File: src/rtl/core/ovm_pkg.sv
// Shared constants for the oversampled voltmeter: field widths, scaling
// and decimal split constants, ASCII codes. No dependencies.
`default_nettype none

package ovm_pkg;

    localparam int SAMPLE_W = 10;
    localparam int SCALE_W  = 20;
    localparam int BYTE_W   = 8;
    localparam int GROUP_W  = 4;   // sixteen samples per reading

    localparam logic [SCALE_W-1:0] SCALE_RESET = 20'd402817;

    // Centivolt reading, saturated
    localparam int          CV_W   = 14;
    localparam logic [13:0] CV_MAX = 14'd9999;

    // Reciprocals: x/100 = (x*5243)>>19 for x<10000, y/10 = (y*205)>>11 for y<100
    localparam int          RECIP100_W  = 13;
    localparam logic [12:0] RECIP100    = 13'd5243;
    localparam int          RECIP100_SH = 19;
    localparam int          RECIP10_W   = 8;
    localparam logic [7:0]  RECIP10     = 8'd205;
    localparam int          RECIP10_SH  = 11;
    localparam int          PAIR_W      = 7;   // 0..99
    localparam int          DIGIT_W     = 4;

    localparam logic [BYTE_W-1:0] ASCII_ZERO  = 8'h30;
    localparam logic [BYTE_W-1:0] ASCII_COMMA = 8'h2C;
    localparam logic [BYTE_W-1:0] ASCII_CR    = 8'h0D;
    localparam logic [BYTE_W-1:0] ASCII_LF    = 8'h0A;

endpackage

`default_nettype wire

File: src/rtl/core/ovm_front.sv
// Front end: accumulates sixteen samples and pushes the decimated reading.
// Depends on ovm_pkg.
`default_nettype none

module ovm_front
    import ovm_pkg::*;
#(
    parameter int ADC_BITS = 10
)
(
    input  wire logic                  clk,
    input  wire logic                  rst_n,
    input  wire logic                  accept,
    input  wire logic [SAMPLE_W-1:0]   sample,
    output logic                       q_push,
    output logic [ADC_BITS+1:0]        q_data
);

    localparam int SUM_W = ADC_BITS + 4;
    localparam int EXT_W = SAMPLE_W + ADC_BITS;

    logic [SUM_W-1:0]   sum_reg, sum_next;
    logic [GROUP_W-1:0] cnt_reg, cnt_next;
    logic [EXT_W-1:0]   sample_ext;
    logic [SUM_W-1:0]   sum_add;

    // bits above ADC_BITS are dropped, missing ones read as zero
    assign sample_ext = EXT_W'(sample);
    assign sum_add    = sum_reg + SUM_W'(sample_ext[ADC_BITS-1:0]);

    always_comb
    begin
        sum_next = sum_reg;
        cnt_next = cnt_reg;
        q_push   = 1'b0;
        q_data   = sum_add[SUM_W-1:2];
        if (accept)
        begin
            cnt_next = cnt_reg + GROUP_W'(1);
            if (cnt_reg == {GROUP_W{1'b1}})
            begin
                q_push   = 1'b1;
                sum_next = '0;
            end
            else
            begin
                sum_next = sum_add;
            end
        end
    end

    always_ff @(posedge clk or negedge rst_n)
    begin
        if (!rst_n)
        begin
            sum_reg <= '0;
            cnt_reg <= '0;
        end
        else
        begin
            sum_reg <= sum_next;
            cnt_reg <= cnt_next;
        end
    end

endmodule

`default_nettype wire

File: src/rtl/core/ovm_queue.sv
// Two-entry queue of readings between front and back end.
// No dependencies.
`default_nettype none

module ovm_queue
#(
    parameter int WIDTH = 12
)
(
    input  wire logic             clk,
    input  wire logic             rst_n,
    input  wire logic             push,
    input  wire logic [WIDTH-1:0] wdata,
    input  wire logic             pop,
    output logic [WIDTH-1:0]      rdata,
    output logic                  full,
    output logic                  empty
);

    logic [WIDTH-1:0] mem_reg [2];
    logic             wr_ptr_reg, wr_ptr_next;
    logic             rd_ptr_reg, rd_ptr_next;
    logic [1:0]       count_reg, count_next;
    logic             do_push, do_pop;

    assign full    = (count_reg == 2'd2);
    assign empty   = (count_reg == 2'd0);
    assign rdata   = mem_reg[rd_ptr_reg];
    assign do_push = push && !full;
    assign do_pop  = pop && !empty;

    always_comb
    begin
        wr_ptr_next = wr_ptr_reg ^ do_push;
        rd_ptr_next = rd_ptr_reg ^ do_pop;
        count_next  = count_reg + 2'(do_push) - 2'(do_pop);
    end

    always_ff @(posedge clk)
    begin
        if (do_push)
        begin
            mem_reg[wr_ptr_reg] <= wdata;
        end
    end

    always_ff @(posedge clk or negedge rst_n)
    begin
        if (!rst_n)
        begin
            wr_ptr_reg <= 1'b0;
            rd_ptr_reg <= 1'b0;
            count_reg  <= '0;
        end
        else
        begin
            wr_ptr_reg <= wr_ptr_next;
            rd_ptr_reg <= rd_ptr_next;
            count_reg  <= count_next;
        end
    end

endmodule

`default_nettype wire

File: src/rtl/core/ovm_back.sv
// Back end: scales a reading to centivolts, splits it into decimal digits
// and sends the seven ASCII bytes through an output register. Depends on ovm_pkg.
`default_nettype none

module ovm_back
    import ovm_pkg::*;
#(
    parameter int ADC_BITS = 10
)
(
    input  wire logic                 clk,
    input  wire logic                 rst_n,
    input  wire logic [SCALE_W-1:0]   scale,
    input  wire logic [ADC_BITS+1:0]  q_data,
    input  wire logic                 q_empty,
    output logic                      q_pop,
    input  wire logic                 pop,
    output logic                      empty,
    output logic [BYTE_W-1:0]         text_byte,
    output logic                      last_byte
);

    localparam int VAL_W  = ADC_BITS + 2;
    localparam int PROD_W = VAL_W + SCALE_W;
    localparam int RND_W  = PROD_W + 1 - SCALE_W;
    localparam int CMP_W  = (RND_W > CV_W) ? RND_W : CV_W;
    localparam int DIV_W  = CV_W + RECIP100_W;
    localparam int D10_W  = PAIR_W + RECIP10_W;

    typedef enum logic [5:0] {
        ST_IDLE  = 6'b000001,
        ST_ROUND = 6'b000010,
        ST_DIV   = 6'b000100,
        ST_REM   = 6'b001000,
        ST_DIG   = 6'b010000,
        ST_EMIT  = 6'b100000
    } back_state_t;

    typedef enum logic [2:0] {
        B_TENS  = 3'd0,
        B_UNITS = 3'd1,
        B_COMMA = 3'd2,
        B_TENTH = 3'd3,
        B_HUND  = 3'd4,
        B_CR    = 3'd5,
        B_LF    = 3'd6
    } byte_sel_t;

    back_state_t         state_reg, state_next;
    byte_sel_t           sel_reg, sel_next;
    logic [PROD_W-1:0]   prod_reg, prod_next;
    logic [CV_W-1:0]     cv_reg, cv_next;
    logic [PAIR_W-1:0]   hi_reg, hi_next;
    logic [PAIR_W-1:0]   lo_reg, lo_next;
    logic [DIGIT_W-1:0]  dig_reg [4];
    logic [DIGIT_W-1:0]  dig_next [4];
    logic [BYTE_W-1:0]   byte_reg, byte_next;
    logic                last_reg, last_next;
    logic                valid_reg, valid_next;

    logic [RND_W-1:0]    rounded;
    logic [CMP_W-1:0]    rnd_ext;
    logic [DIV_W-1:0]    div_prod;
    logic [CV_W-1:0]     hi_times100;
    logic [D10_W-1:0]    hi_prod, lo_prod;
    logic [DIGIT_W-1:0]  hi_tens, lo_tens;
    logic                out_free;
    logic [BYTE_W-1:0]   sel_byte;

    assign empty     = !valid_reg;
    assign text_byte = byte_reg;
    assign last_byte = last_reg;
    assign out_free  = !valid_reg || pop;
    assign q_pop     = (state_reg == ST_IDLE) && !q_empty;

    // round half up, then drop the fraction
    assign rounded = RND_W'(({1'b0, prod_reg} + (PROD_W + 1)'(1 << (SCALE_W - 1)))
                     >> SCALE_W);
    assign rnd_ext = CMP_W'(rounded);

    assign div_prod    = DIV_W'(cv_reg) * DIV_W'(RECIP100);
    assign hi_times100 = CV_W'(hi_reg) * CV_W'(100);
    assign hi_prod     = D10_W'(hi_reg) * D10_W'(RECIP10);
    assign lo_prod     = D10_W'(lo_reg) * D10_W'(RECIP10);
    assign hi_tens     = hi_prod[RECIP10_SH +: DIGIT_W];
    assign lo_tens     = lo_prod[RECIP10_SH +: DIGIT_W];

    always_comb
    begin
        case (sel_reg)
            B_TENS:  sel_byte = ASCII_ZERO + BYTE_W'(dig_reg[3]);
            B_UNITS: sel_byte = ASCII_ZERO + BYTE_W'(dig_reg[2]);
            B_COMMA: sel_byte = ASCII_COMMA;
            B_TENTH: sel_byte = ASCII_ZERO + BYTE_W'(dig_reg[1]);
            B_HUND:  sel_byte = ASCII_ZERO + BYTE_W'(dig_reg[0]);
            B_CR:    sel_byte = ASCII_CR;
            B_LF:    sel_byte = ASCII_LF;
            default: sel_byte = ASCII_LF;
        endcase
    end

    always_comb
    begin
        state_next = state_reg;
        sel_next   = sel_reg;
        prod_next  = prod_reg;
        cv_next    = cv_reg;
        hi_next    = hi_reg;
        lo_next    = lo_reg;
        dig_next   = dig_reg;
        byte_next  = byte_reg;
        last_next  = last_reg;
        valid_next = valid_reg && !pop;

        case (state_reg)
            ST_IDLE:
            begin
                if (!q_empty)
                begin
                    prod_next  = PROD_W'(q_data) * PROD_W'(scale);
                    state_next = ST_ROUND;
                end
            end
            ST_ROUND:
            begin
                cv_next    = (rnd_ext > CMP_W'(CV_MAX)) ? CV_MAX : CV_W'(rnd_ext);
                state_next = ST_DIV;
            end
            ST_DIV:
            begin
                hi_next    = div_prod[RECIP100_SH +: PAIR_W];
                state_next = ST_REM;
            end
            ST_REM:
            begin
                lo_next    = PAIR_W'(cv_reg - hi_times100);
                state_next = ST_DIG;
            end
            ST_DIG:
            begin
                dig_next[3] = hi_tens;
                dig_next[2] = DIGIT_W'(hi_reg - PAIR_W'(hi_tens) * PAIR_W'(10));
                dig_next[1] = lo_tens;
                dig_next[0] = DIGIT_W'(lo_reg - PAIR_W'(lo_tens) * PAIR_W'(10));
                sel_next    = B_TENS;
                state_next  = ST_EMIT;
            end
            ST_EMIT:
            begin
                if (out_free)
                begin
                    byte_next  = sel_byte;
                    last_next  = (sel_reg == B_LF);
                    valid_next = 1'b1;
                    if (sel_reg == B_LF)
                    begin
                        state_next = ST_IDLE;
                    end
                    else
                    begin
                        sel_next = byte_sel_t'(sel_reg + 3'd1);
                    end
                end
            end
            default:
            begin
                state_next = ST_IDLE;
            end
        endcase
    end

    always_ff @(posedge clk)
    begin
        prod_reg <= prod_next;
        cv_reg   <= cv_next;
        hi_reg   <= hi_next;
        lo_reg   <= lo_next;
        dig_reg  <= dig_next;
        byte_reg <= byte_next;
        last_reg <= last_next;
    end

    always_ff @(posedge clk or negedge rst_n)
    begin
        if (!rst_n)
        begin
            state_reg <= ST_IDLE;
            sel_reg   <= B_TENS;
            valid_reg <= 1'b0;
        end
        else
        begin
            state_reg <= state_next;
            sel_reg   <= sel_next;
            valid_reg <= valid_next;
        end
    end

endmodule

`default_nettype wire

File: src/rtl/core/oversampled_voltmeter_ascii_top.sv
// Top level of the oversampled voltmeter: scale register, front end,
// reading queue and back end. Depends on ovm_pkg, ovm_front, ovm_queue, ovm_back.
//
//  channel  | ports                         | handshake
//  ---------+-------------------------------+-----------------------------
//  samples  | sample[9:0]                   | push / full
//  text     | text_byte[7:0], last_byte     | empty / pop
//  scale    | cfg_wdata[19:0]               | cfg_we, no wait
//
// One sample is taken per cycle while full is low. Every sixteenth sample pushes a
// reading into a two-entry queue; full rises only while both entries are occupied.
// The back end works through five steps per reading (multiply, round, two divide
// steps, digits), then sends seven bytes, one per cycle while pop keeps up.
// Reset clears the accumulator, queue and output; scale returns to 402817.
`default_nettype none

module oversampled_voltmeter_ascii_top
    import ovm_pkg::*;
#(
    parameter int ADC_BITS = 10
)
(
    input  wire logic                clk,
    input  wire logic                rst_n,
    input  wire logic                push,
    output logic                     full,
    input  wire logic [SAMPLE_W-1:0] sample,
    output logic                     empty,
    input  wire logic                pop,
    output logic [BYTE_W-1:0]        text_byte,
    output logic                     last_byte,
    input  wire logic                cfg_we,
    input  wire logic [SCALE_W-1:0]  cfg_wdata
);

    localparam int VAL_W = ADC_BITS + 2;

    logic [SCALE_W-1:0] scale_reg, scale_next;
    logic               accept;
    logic               f_push;
    logic [VAL_W-1:0]   f_data;
    logic [VAL_W-1:0]   q_data;
    logic               q_full, q_empty, q_pop;

    assign full       = q_full;
    assign accept     = push && !q_full;
    assign scale_next = cfg_we ? cfg_wdata : scale_reg;

    always_ff @(posedge clk or negedge rst_n)
    begin
        if (!rst_n)
        begin
            scale_reg <= SCALE_RESET;
        end
        else
        begin
            scale_reg <= scale_next;
        end
    end

    ovm_front #(.ADC_BITS(ADC_BITS)) u_front (
        .clk    (clk),
        .rst_n  (rst_n),
        .accept (accept),
        .sample (sample),
        .q_push (f_push),
        .q_data (f_data)
    );

    ovm_queue #(.WIDTH(VAL_W)) u_queue (
        .clk   (clk),
        .rst_n (rst_n),
        .push  (f_push),
        .wdata (f_data),
        .pop   (q_pop),
        .rdata (q_data),
        .full  (q_full),
        .empty (q_empty)
    );

    ovm_back #(.ADC_BITS(ADC_BITS)) u_back (
        .clk       (clk),
        .rst_n     (rst_n),
        .scale     (scale_reg),
        .q_data    (q_data),
        .q_empty   (q_empty),
        .q_pop     (q_pop),
        .pop       (pop),
        .empty     (empty),
        .text_byte (text_byte),
        .last_byte (last_byte)
    );

endmodule

`default_nettype wire

File: config.mk
export PLATFORM = sky130hd
export DESIGN_NAME = oversampled_voltmeter_ascii_top
export DESIGN_NICKNAME = d
export VERILOG_FILES = /design/src/rtl/core/ovm_pkg.sv /design/src/rtl/core/ovm_front.sv /design/src/rtl/core/ovm_queue.sv /design/src/rtl/core/ovm_back.sv /design/src/rtl/core/oversampled_voltmeter_ascii_top.sv
export SDC_FILE = /design/constraint.sdc
export NUM_CORES = 1
export LEC_CHECK = 0
export ABC_AREA = 1
export BUFFER_PORTS_ARGS = -buffer_cell sky130_fd_sc_hd__buf_2
export CAP_MARGIN = 10
export CORE_AREA = 2 2 222 224
export CTS_BUF_LIST = sky130_fd_sc_hd__clkbuf_16
export DETAILED_ROUTE_END_ITERATION = 6
export DIE_AREA = 0 0 224 226
export PLACE_DENSITY_LB_ADDON = 0.2
export SYNTH_ARGS = -nofsm -noshare
export SYNTH_HDL_FRONTEND = slang
export SYNTH_SLANG_ARGS = --single-unit
File: constraint.sdc
create_clock -name clk -period 7.85 [get_ports clk]
set_clock_uncertainty 0.2 [all_clocks]
set_input_delay 1.57 -clock clk [delete_from_list [all_inputs] [get_ports clk]]
set_output_delay 1.57 -clock clk [all_outputs]
set_load 0.01 [all_outputs]
== After elaboration in Yosys (flattened, before gate mapping) ==
Memories as Yosys holds them, arrays and structs flattened.
Index checks and enable logic that the tools add are counted.
Storage, ports and cells
  bits in registers: 137
  bits in writable memories: 24
  input bits: 35
  output and inout bits: 11
  logic and storage cells: 96
  memories: 1
Cells by class
  add/sub/neg operators: 13
  multiply operators: 7
  $lt $le $gt $ge: 1
  eq/ne operators: 18
  mux-type cells: 16
  bitwise operators: 3
  reduce and logical (&&, ||, !) cells: 17
Memories
  u_queue.mem_reg: words 2, width 12, rd ports 1, clocked after memory_dff 0, write ports 1, RTL line ovm_queue.sv:20  | logic [WIDTH-1:0] mem_reg [2];
Operator list (count)
  case mux 8 bit (6 select lines): 1
  case mux 6 bit (6 select lines): 1
  adder 32 x 20 -> 33 bit, second input constant: 1
  multiplier 12 x 20 -> 32 bit: 1
  multiplier 7 x 8 -> 15 bit, second input constant: 2
  adder 6 x 4 -> 7 bit, first input constant: 4
  2-to-1 mux 14 bit: 2
  multiplier 14 x 13 -> 26 bit, second input constant: 1
  2-to-1 mux 6 bit: 3
  adder 14 x 10 -> 14 bit: 1
  greater-than comparator 13 x 14 -> 1 bit, second input constant: 1
  == test 3 bit, second input constant: 3
  multiplier 4 x 3 -> 3 bit, second input constant: 2
  subtractor 4 bit: 2
  multiplier 7 x 5 -> 5 bit, second input constant: 1
  subtractor 7 bit: 1
  == test 3 x 2 -> 1 bit, second input constant: 2
  == test 6 x 1 -> 1 bit, second input constant: 1
  == test 6 x 2 -> 1 bit, second input constant: 1
  == test 6 x 3 -> 1 bit, second input constant: 1
  == test 6 x 4 -> 1 bit, second input constant: 1
  == test 6 x 5 -> 1 bit, second input constant: 1
  == test 6 bit, second input constant: 1
  2-to-1 mux 1 bit: 6
  other kinds (21): 34

== Depth between registers and ports, before layout ==
  depth after elaboration: 7
  mapped depth: 30
  gate-level depth less buffers: 28

== Hierarchy ==
From an unflattened synthesis, not the netlist that was laid out.
Second synthesis, totals
  cell total of the unflattened synthesis: 2400
  area total of the unflattened synthesis: 19722.7 µm²
Modules (own cells, without submodules)
  ovm_back: times used 1, cells each 2013, area an instance 16380.7 µm²
  ovm_front: times used 1, cells each 206, area an instance 1440.1 µm²
  ovm_queue: times used 1, cells each 94, area an instance 1118.6 µm²
  oversampled_voltmeter_ascii_top: times used 1, cells each 87, area an instance 783.3 µm²

== Worst setup path after synthesis ==
OpenSTA, ideal clock, no wires.
  path kind: flip-flop to flip-flop
  start: register u_queue.rd_ptr_reg
  end: register u_back.prod_reg[28], data pin
  library setup time: 0.252 ns
  data arrival time: 5.058 ns
  setup slack: 2.339 ns
  stages on the path, launching flop included: 28
  path buffers: 2
  clock period less this slack: 5.511 ns
  path through: dfrtp_1 buf_2 or2_2 nand2_1 inv_2 buf_2 nand2_1 fa_1 inv_1 fa_1 inv_1 fa_1 inv_1 fa_1 inv_1 fa_1 inv_1 ha_1 nand2_2 nor2_4 inv_2 nor2_1 and3b_1 nand2_1 nand2_2 nand2_2 nand3_1 nand2_1
Between the ends
  cells in the longest elaborated chain, start to end: 2
Ends and longest elaborated chain
  from (decl): RTL line ovm_queue.sv:22  | logic rd_ptr_reg, rd_ptr_next;
  from (signal assigned): RTL line ovm_queue.sv:58  | rd_ptr_reg <= rd_ptr_next;
  memory (2 x 12 bit)
  multiplier 12 x 20 -> 32 bit: RTL line ovm_back.sv:120  | prod_next = PROD_W'(q_data) * PROD_W'(scale);
  to (signal assigned): RTL line ovm_back.sv:174  | prod_reg <= prod_next;
  to (decl): RTL line ovm_back.sv:51  | logic [PROD_W-1:0] prod_reg, prod_next;
Every way passes these cells.
A chain may end at the register's enable or synchronous reset.

== Final worst setup path ==
  start: register u_queue.rd_ptr_reg
  end: register u_back.prod_reg[29], data pin
The elaborated chain is that of the path after synthesis.

==> results.json <==
{
  "path_cells": "inv_2 > or2_2 > o21ai_2 > inv_1 > nand2_1 > fa_1 > fa_1 > inv_1 > fa_1 > fa_1 > inv_1 > fa_1 > inv_1 > ha_1 > nand2_1 > o21ai_0 > o21bai_1 > o21bai_1 > nand3_1 > nand2_1",
  "cts_tree": "yes",
  "dpl.hpwl_um": 39300,
  "die_width_um": 224,
  "post-place-ws_ns": 1.50,
  "cp.arrival_ns": 6.38,
  "finalMaxSlewViolations": 0,
  "cts_resized": 0,
  "worst-path-max-fanout": 14,
  "drive_above_1_share": 0.0608,
  "final_cell_count_no_fill": 2875,
  "final_common_cell": "inv_1",
  "holdPathStages": 1,
  "cp_common_cell": "fa_1",
  "core_area_um2": 48300,
  "insertedDiodeCount": 0,
  "post-route-drc-count": 0,
  "wl_met2_um": 22400,
  "clock_sinks": 139,
  "clkLatencyLatePin_ns": 0.44,
  "dp_cells": 2843,
  "syn-mean-instance-area_um2": 8.63,
  "top_layer": "met4",
  "ioPinCount": 46,
  "cts_made_buffers": 17,
  "grt_overflow": 0,
  "drt-pass1-iter-count": 5,
  "tightest_slew_ns": 0.706,
  "fmaxAchievable_ghz": 0.156,
  "holdCritPathClass": "register to register",
  "start_kind": "register",
  "cp_slowest_stage_delay_ns": 0.63,
  "die-area_um2": 50600,
  "rows": 81,
  "routed-wl-met3_um": 1650,
  "wl_met1_um": 20800,
  "fin_nets": 2783,
  "gp_congestion": 0.901,
  "start_util": 0.395,
  "syn-cell-area_um2": 19100,
  "wire_per_inst_um": 16.1,
  "largest_reg_flops": 24,
  "clk_pin_slew_worst_paths_ns": 0.06,
  "synth_cell_types": 53,
  "clockBufferDepth": 2,
  "drtAntennaViolNets": 0,
  "areaGrowthSynthToFinish_pct": 7.38,
  "min_period_ns": 6.39,
  "fillers": 4810,
  "max-cap-violations": 0,
  "io_buffers": 43,
  "cts-root-buf": "clkbuf_16",
  "netlist_instances": 2211,
  "dr.first_iter.drc_count": 658,
  "path_class": "register to register",
  "relSlewSlack": 0.529,
  "ys.flop_type": "edfxtp_1",
  "crit_required_ns": 7.84,
  "fin_crit_sh": 0.815,
  "vias": 14000,
  "ys_seq_area_frac": 0.206,
  "final_area_um2": 20500,
  "place_area_um2": 19900,
  "cts_setup_buffers": 0,
  "dieHeight_um": 226,
  "async_reset_ff_frac": 0.374,
  "yosysWarningCount": 0,
  "synth-edff-count": 87,
  "htree_levels": 4,
  "ys_ff_latch": 139,
  "setup_viol": 0,
  "crit_path_top_delay_cell": "dfrtp_1",
  "r2r_cells": 20,
  "viasPerCell": 4.87,
  "grt_pass1_wl_um": 76200,
  "endpoint_kind": "register",
  "setup_tns_ns": 0,
  "fin_ws_ns": 1.46,
  "hold_viol": 0,
  "status": "finished clean",
  "grt_max_degree": 53,
  "grt_pass1_vias": 14892,
  "hold_buffers": 0,
  "layout_common_cells": "506 x inv_1, 449 x nand2_1, 256 x fa_1, 252 x ha_1, 164 x nor2_1",
  "wl_um": 46300,
  "rsz0062_at_grt": "false",
  "grt_usage": 0.193,
  "antenna_found_initial": 0
}
[cell usage after synthesis, types with 2 or more instances]
library cell	n	area, um^2
fa_1	256	5120
buf_4	2	15.0
nand3_1	63	315
o21ai_0	61	305
and2_1	4	25.0
a21boi_1	2	15.0
edfxtp_1	87	2610
a22o_1	7	61.3
a21oi_1	75	375
nor3_1	13	65.1
xor2_1	34	298
nand2_2	6	37.5
dfrtp_1	44	1100
nand2_4	2	22.5
or2_1	2	12.5
o211ai_1	2	15.0
nand2_1	449	1690
nor2_2	2	12.5
o21ai_2	3	26.3
o21ai_1	5	25.0
nand3b_1	9	67.6
a21o_1	14	105
nand4_1	10	62.6
xnor2_1	20	175
dfstp_2	8	210
ha_1	252	3150
clkbuf_1	24	90.1
nor2_1	164	616
a21boi_0	4	30.0
a31o_2	2	17.5
inv_1	505	1900
or2_2	18	113
o21bai_1	7	52.6
a31oi_1	8	50.1
inv_2	12	45.0
nor2_4	2	22.5
buf_2	11	55.1
nor4_1	7	43.8
[worst max-delay path: cells and delay by family, from the launching register on]
kind / cells / cell delay, ns
adders and majority gates: 6 / 2.98
DFF: 1 / 0.63
and+or+nand+nor: 5 / 0.71
AOI/OAI and AO/OA: 4 / 1.00
buffers and inverters: 5 / 0.61
[kinds of logic after synthesis]
| family | count (synthesis) | share of synthesized area |
|---|---|---|
| buffers and inverters | 556 | 0.111 |
| adders and majority gates | 508 | 0.434 |
| other | 1 | 0.000197 |
| xor gates and xnor gates | 54 | 0.0248 |
| DFF | 139 | 0.206 |
| and+or+nand+nor | 757 | 0.166 |
| AOI/OAI and AO/OA | 196 | 0.0594 |
[metrics by stage]
step	utilization	hold WS [ns]
global placement	0.413	0.262
CTS	0.424	0.274
finish	0.424	0.272
floorplan	-	0.242
global route	0.424	0.300
detailed placement	0.413	0.259
[final timing paths]
check | start | to | slack [ns]
min in group asynchronous | rst_n | u_front.sum_reg[11]$_DFFE_PN0P_ | 1.06
hold / removal | u_front.cnt_reg[3]$_DFFE_PN0P_ | u_front.cnt_reg[3]$_DFFE_PN0P_ | 0.27
setup reg to reg | u_queue.rd_ptr_reg$_DFF_PN0_ | u_back.prod_reg[29]$_DFFE_PP_ | 1.46
setup / recovery | u_queue.rd_ptr_reg$_DFF_PN0_ | u_back.prod_reg[29]$_DFFE_PP_ | 1.46
max in group asynchronous | rst_n | u_back.sel_reg[2]$_DFFE_PN0P_ | 5.91
hold reg to reg | u_front.cnt_reg[3]$_DFFE_PN0P_ | u_front.cnt_reg[3]$_DFFE_PN0P_ | 0.27
[metal layers]
layer / track usage / up-vias
met3: 0.0243 / 64
met4: 0.0680 / 0
met2: 0.336 / 293
met1: 0.248 / 6771
li1: - / 6872
met5: 0 / -
[area by class of cell]
| type | instances | area [um^2] | area share |
|---|---|---|---|
| Timing Repair Buffer | 47 | 245 | 0.0120 |
| Clock buffer | 17 | 425 | 0.0208 |
| Inverter | 518 | 1940 | 0.0949 |
| Clock inverter | 15 | 115 | 0.00562 |
| Multi-Input combinational cell | 1517 | 13100 | 0.637 |
| Sequential cell | 139 | 3920 | 0.191 |
| Tap cell | 622 | 778 | 0.0380 |
Power is left out: the tool's default activity adds up to more than one toggle a clock period on the data nets, which glitch-free logic cannot reach.
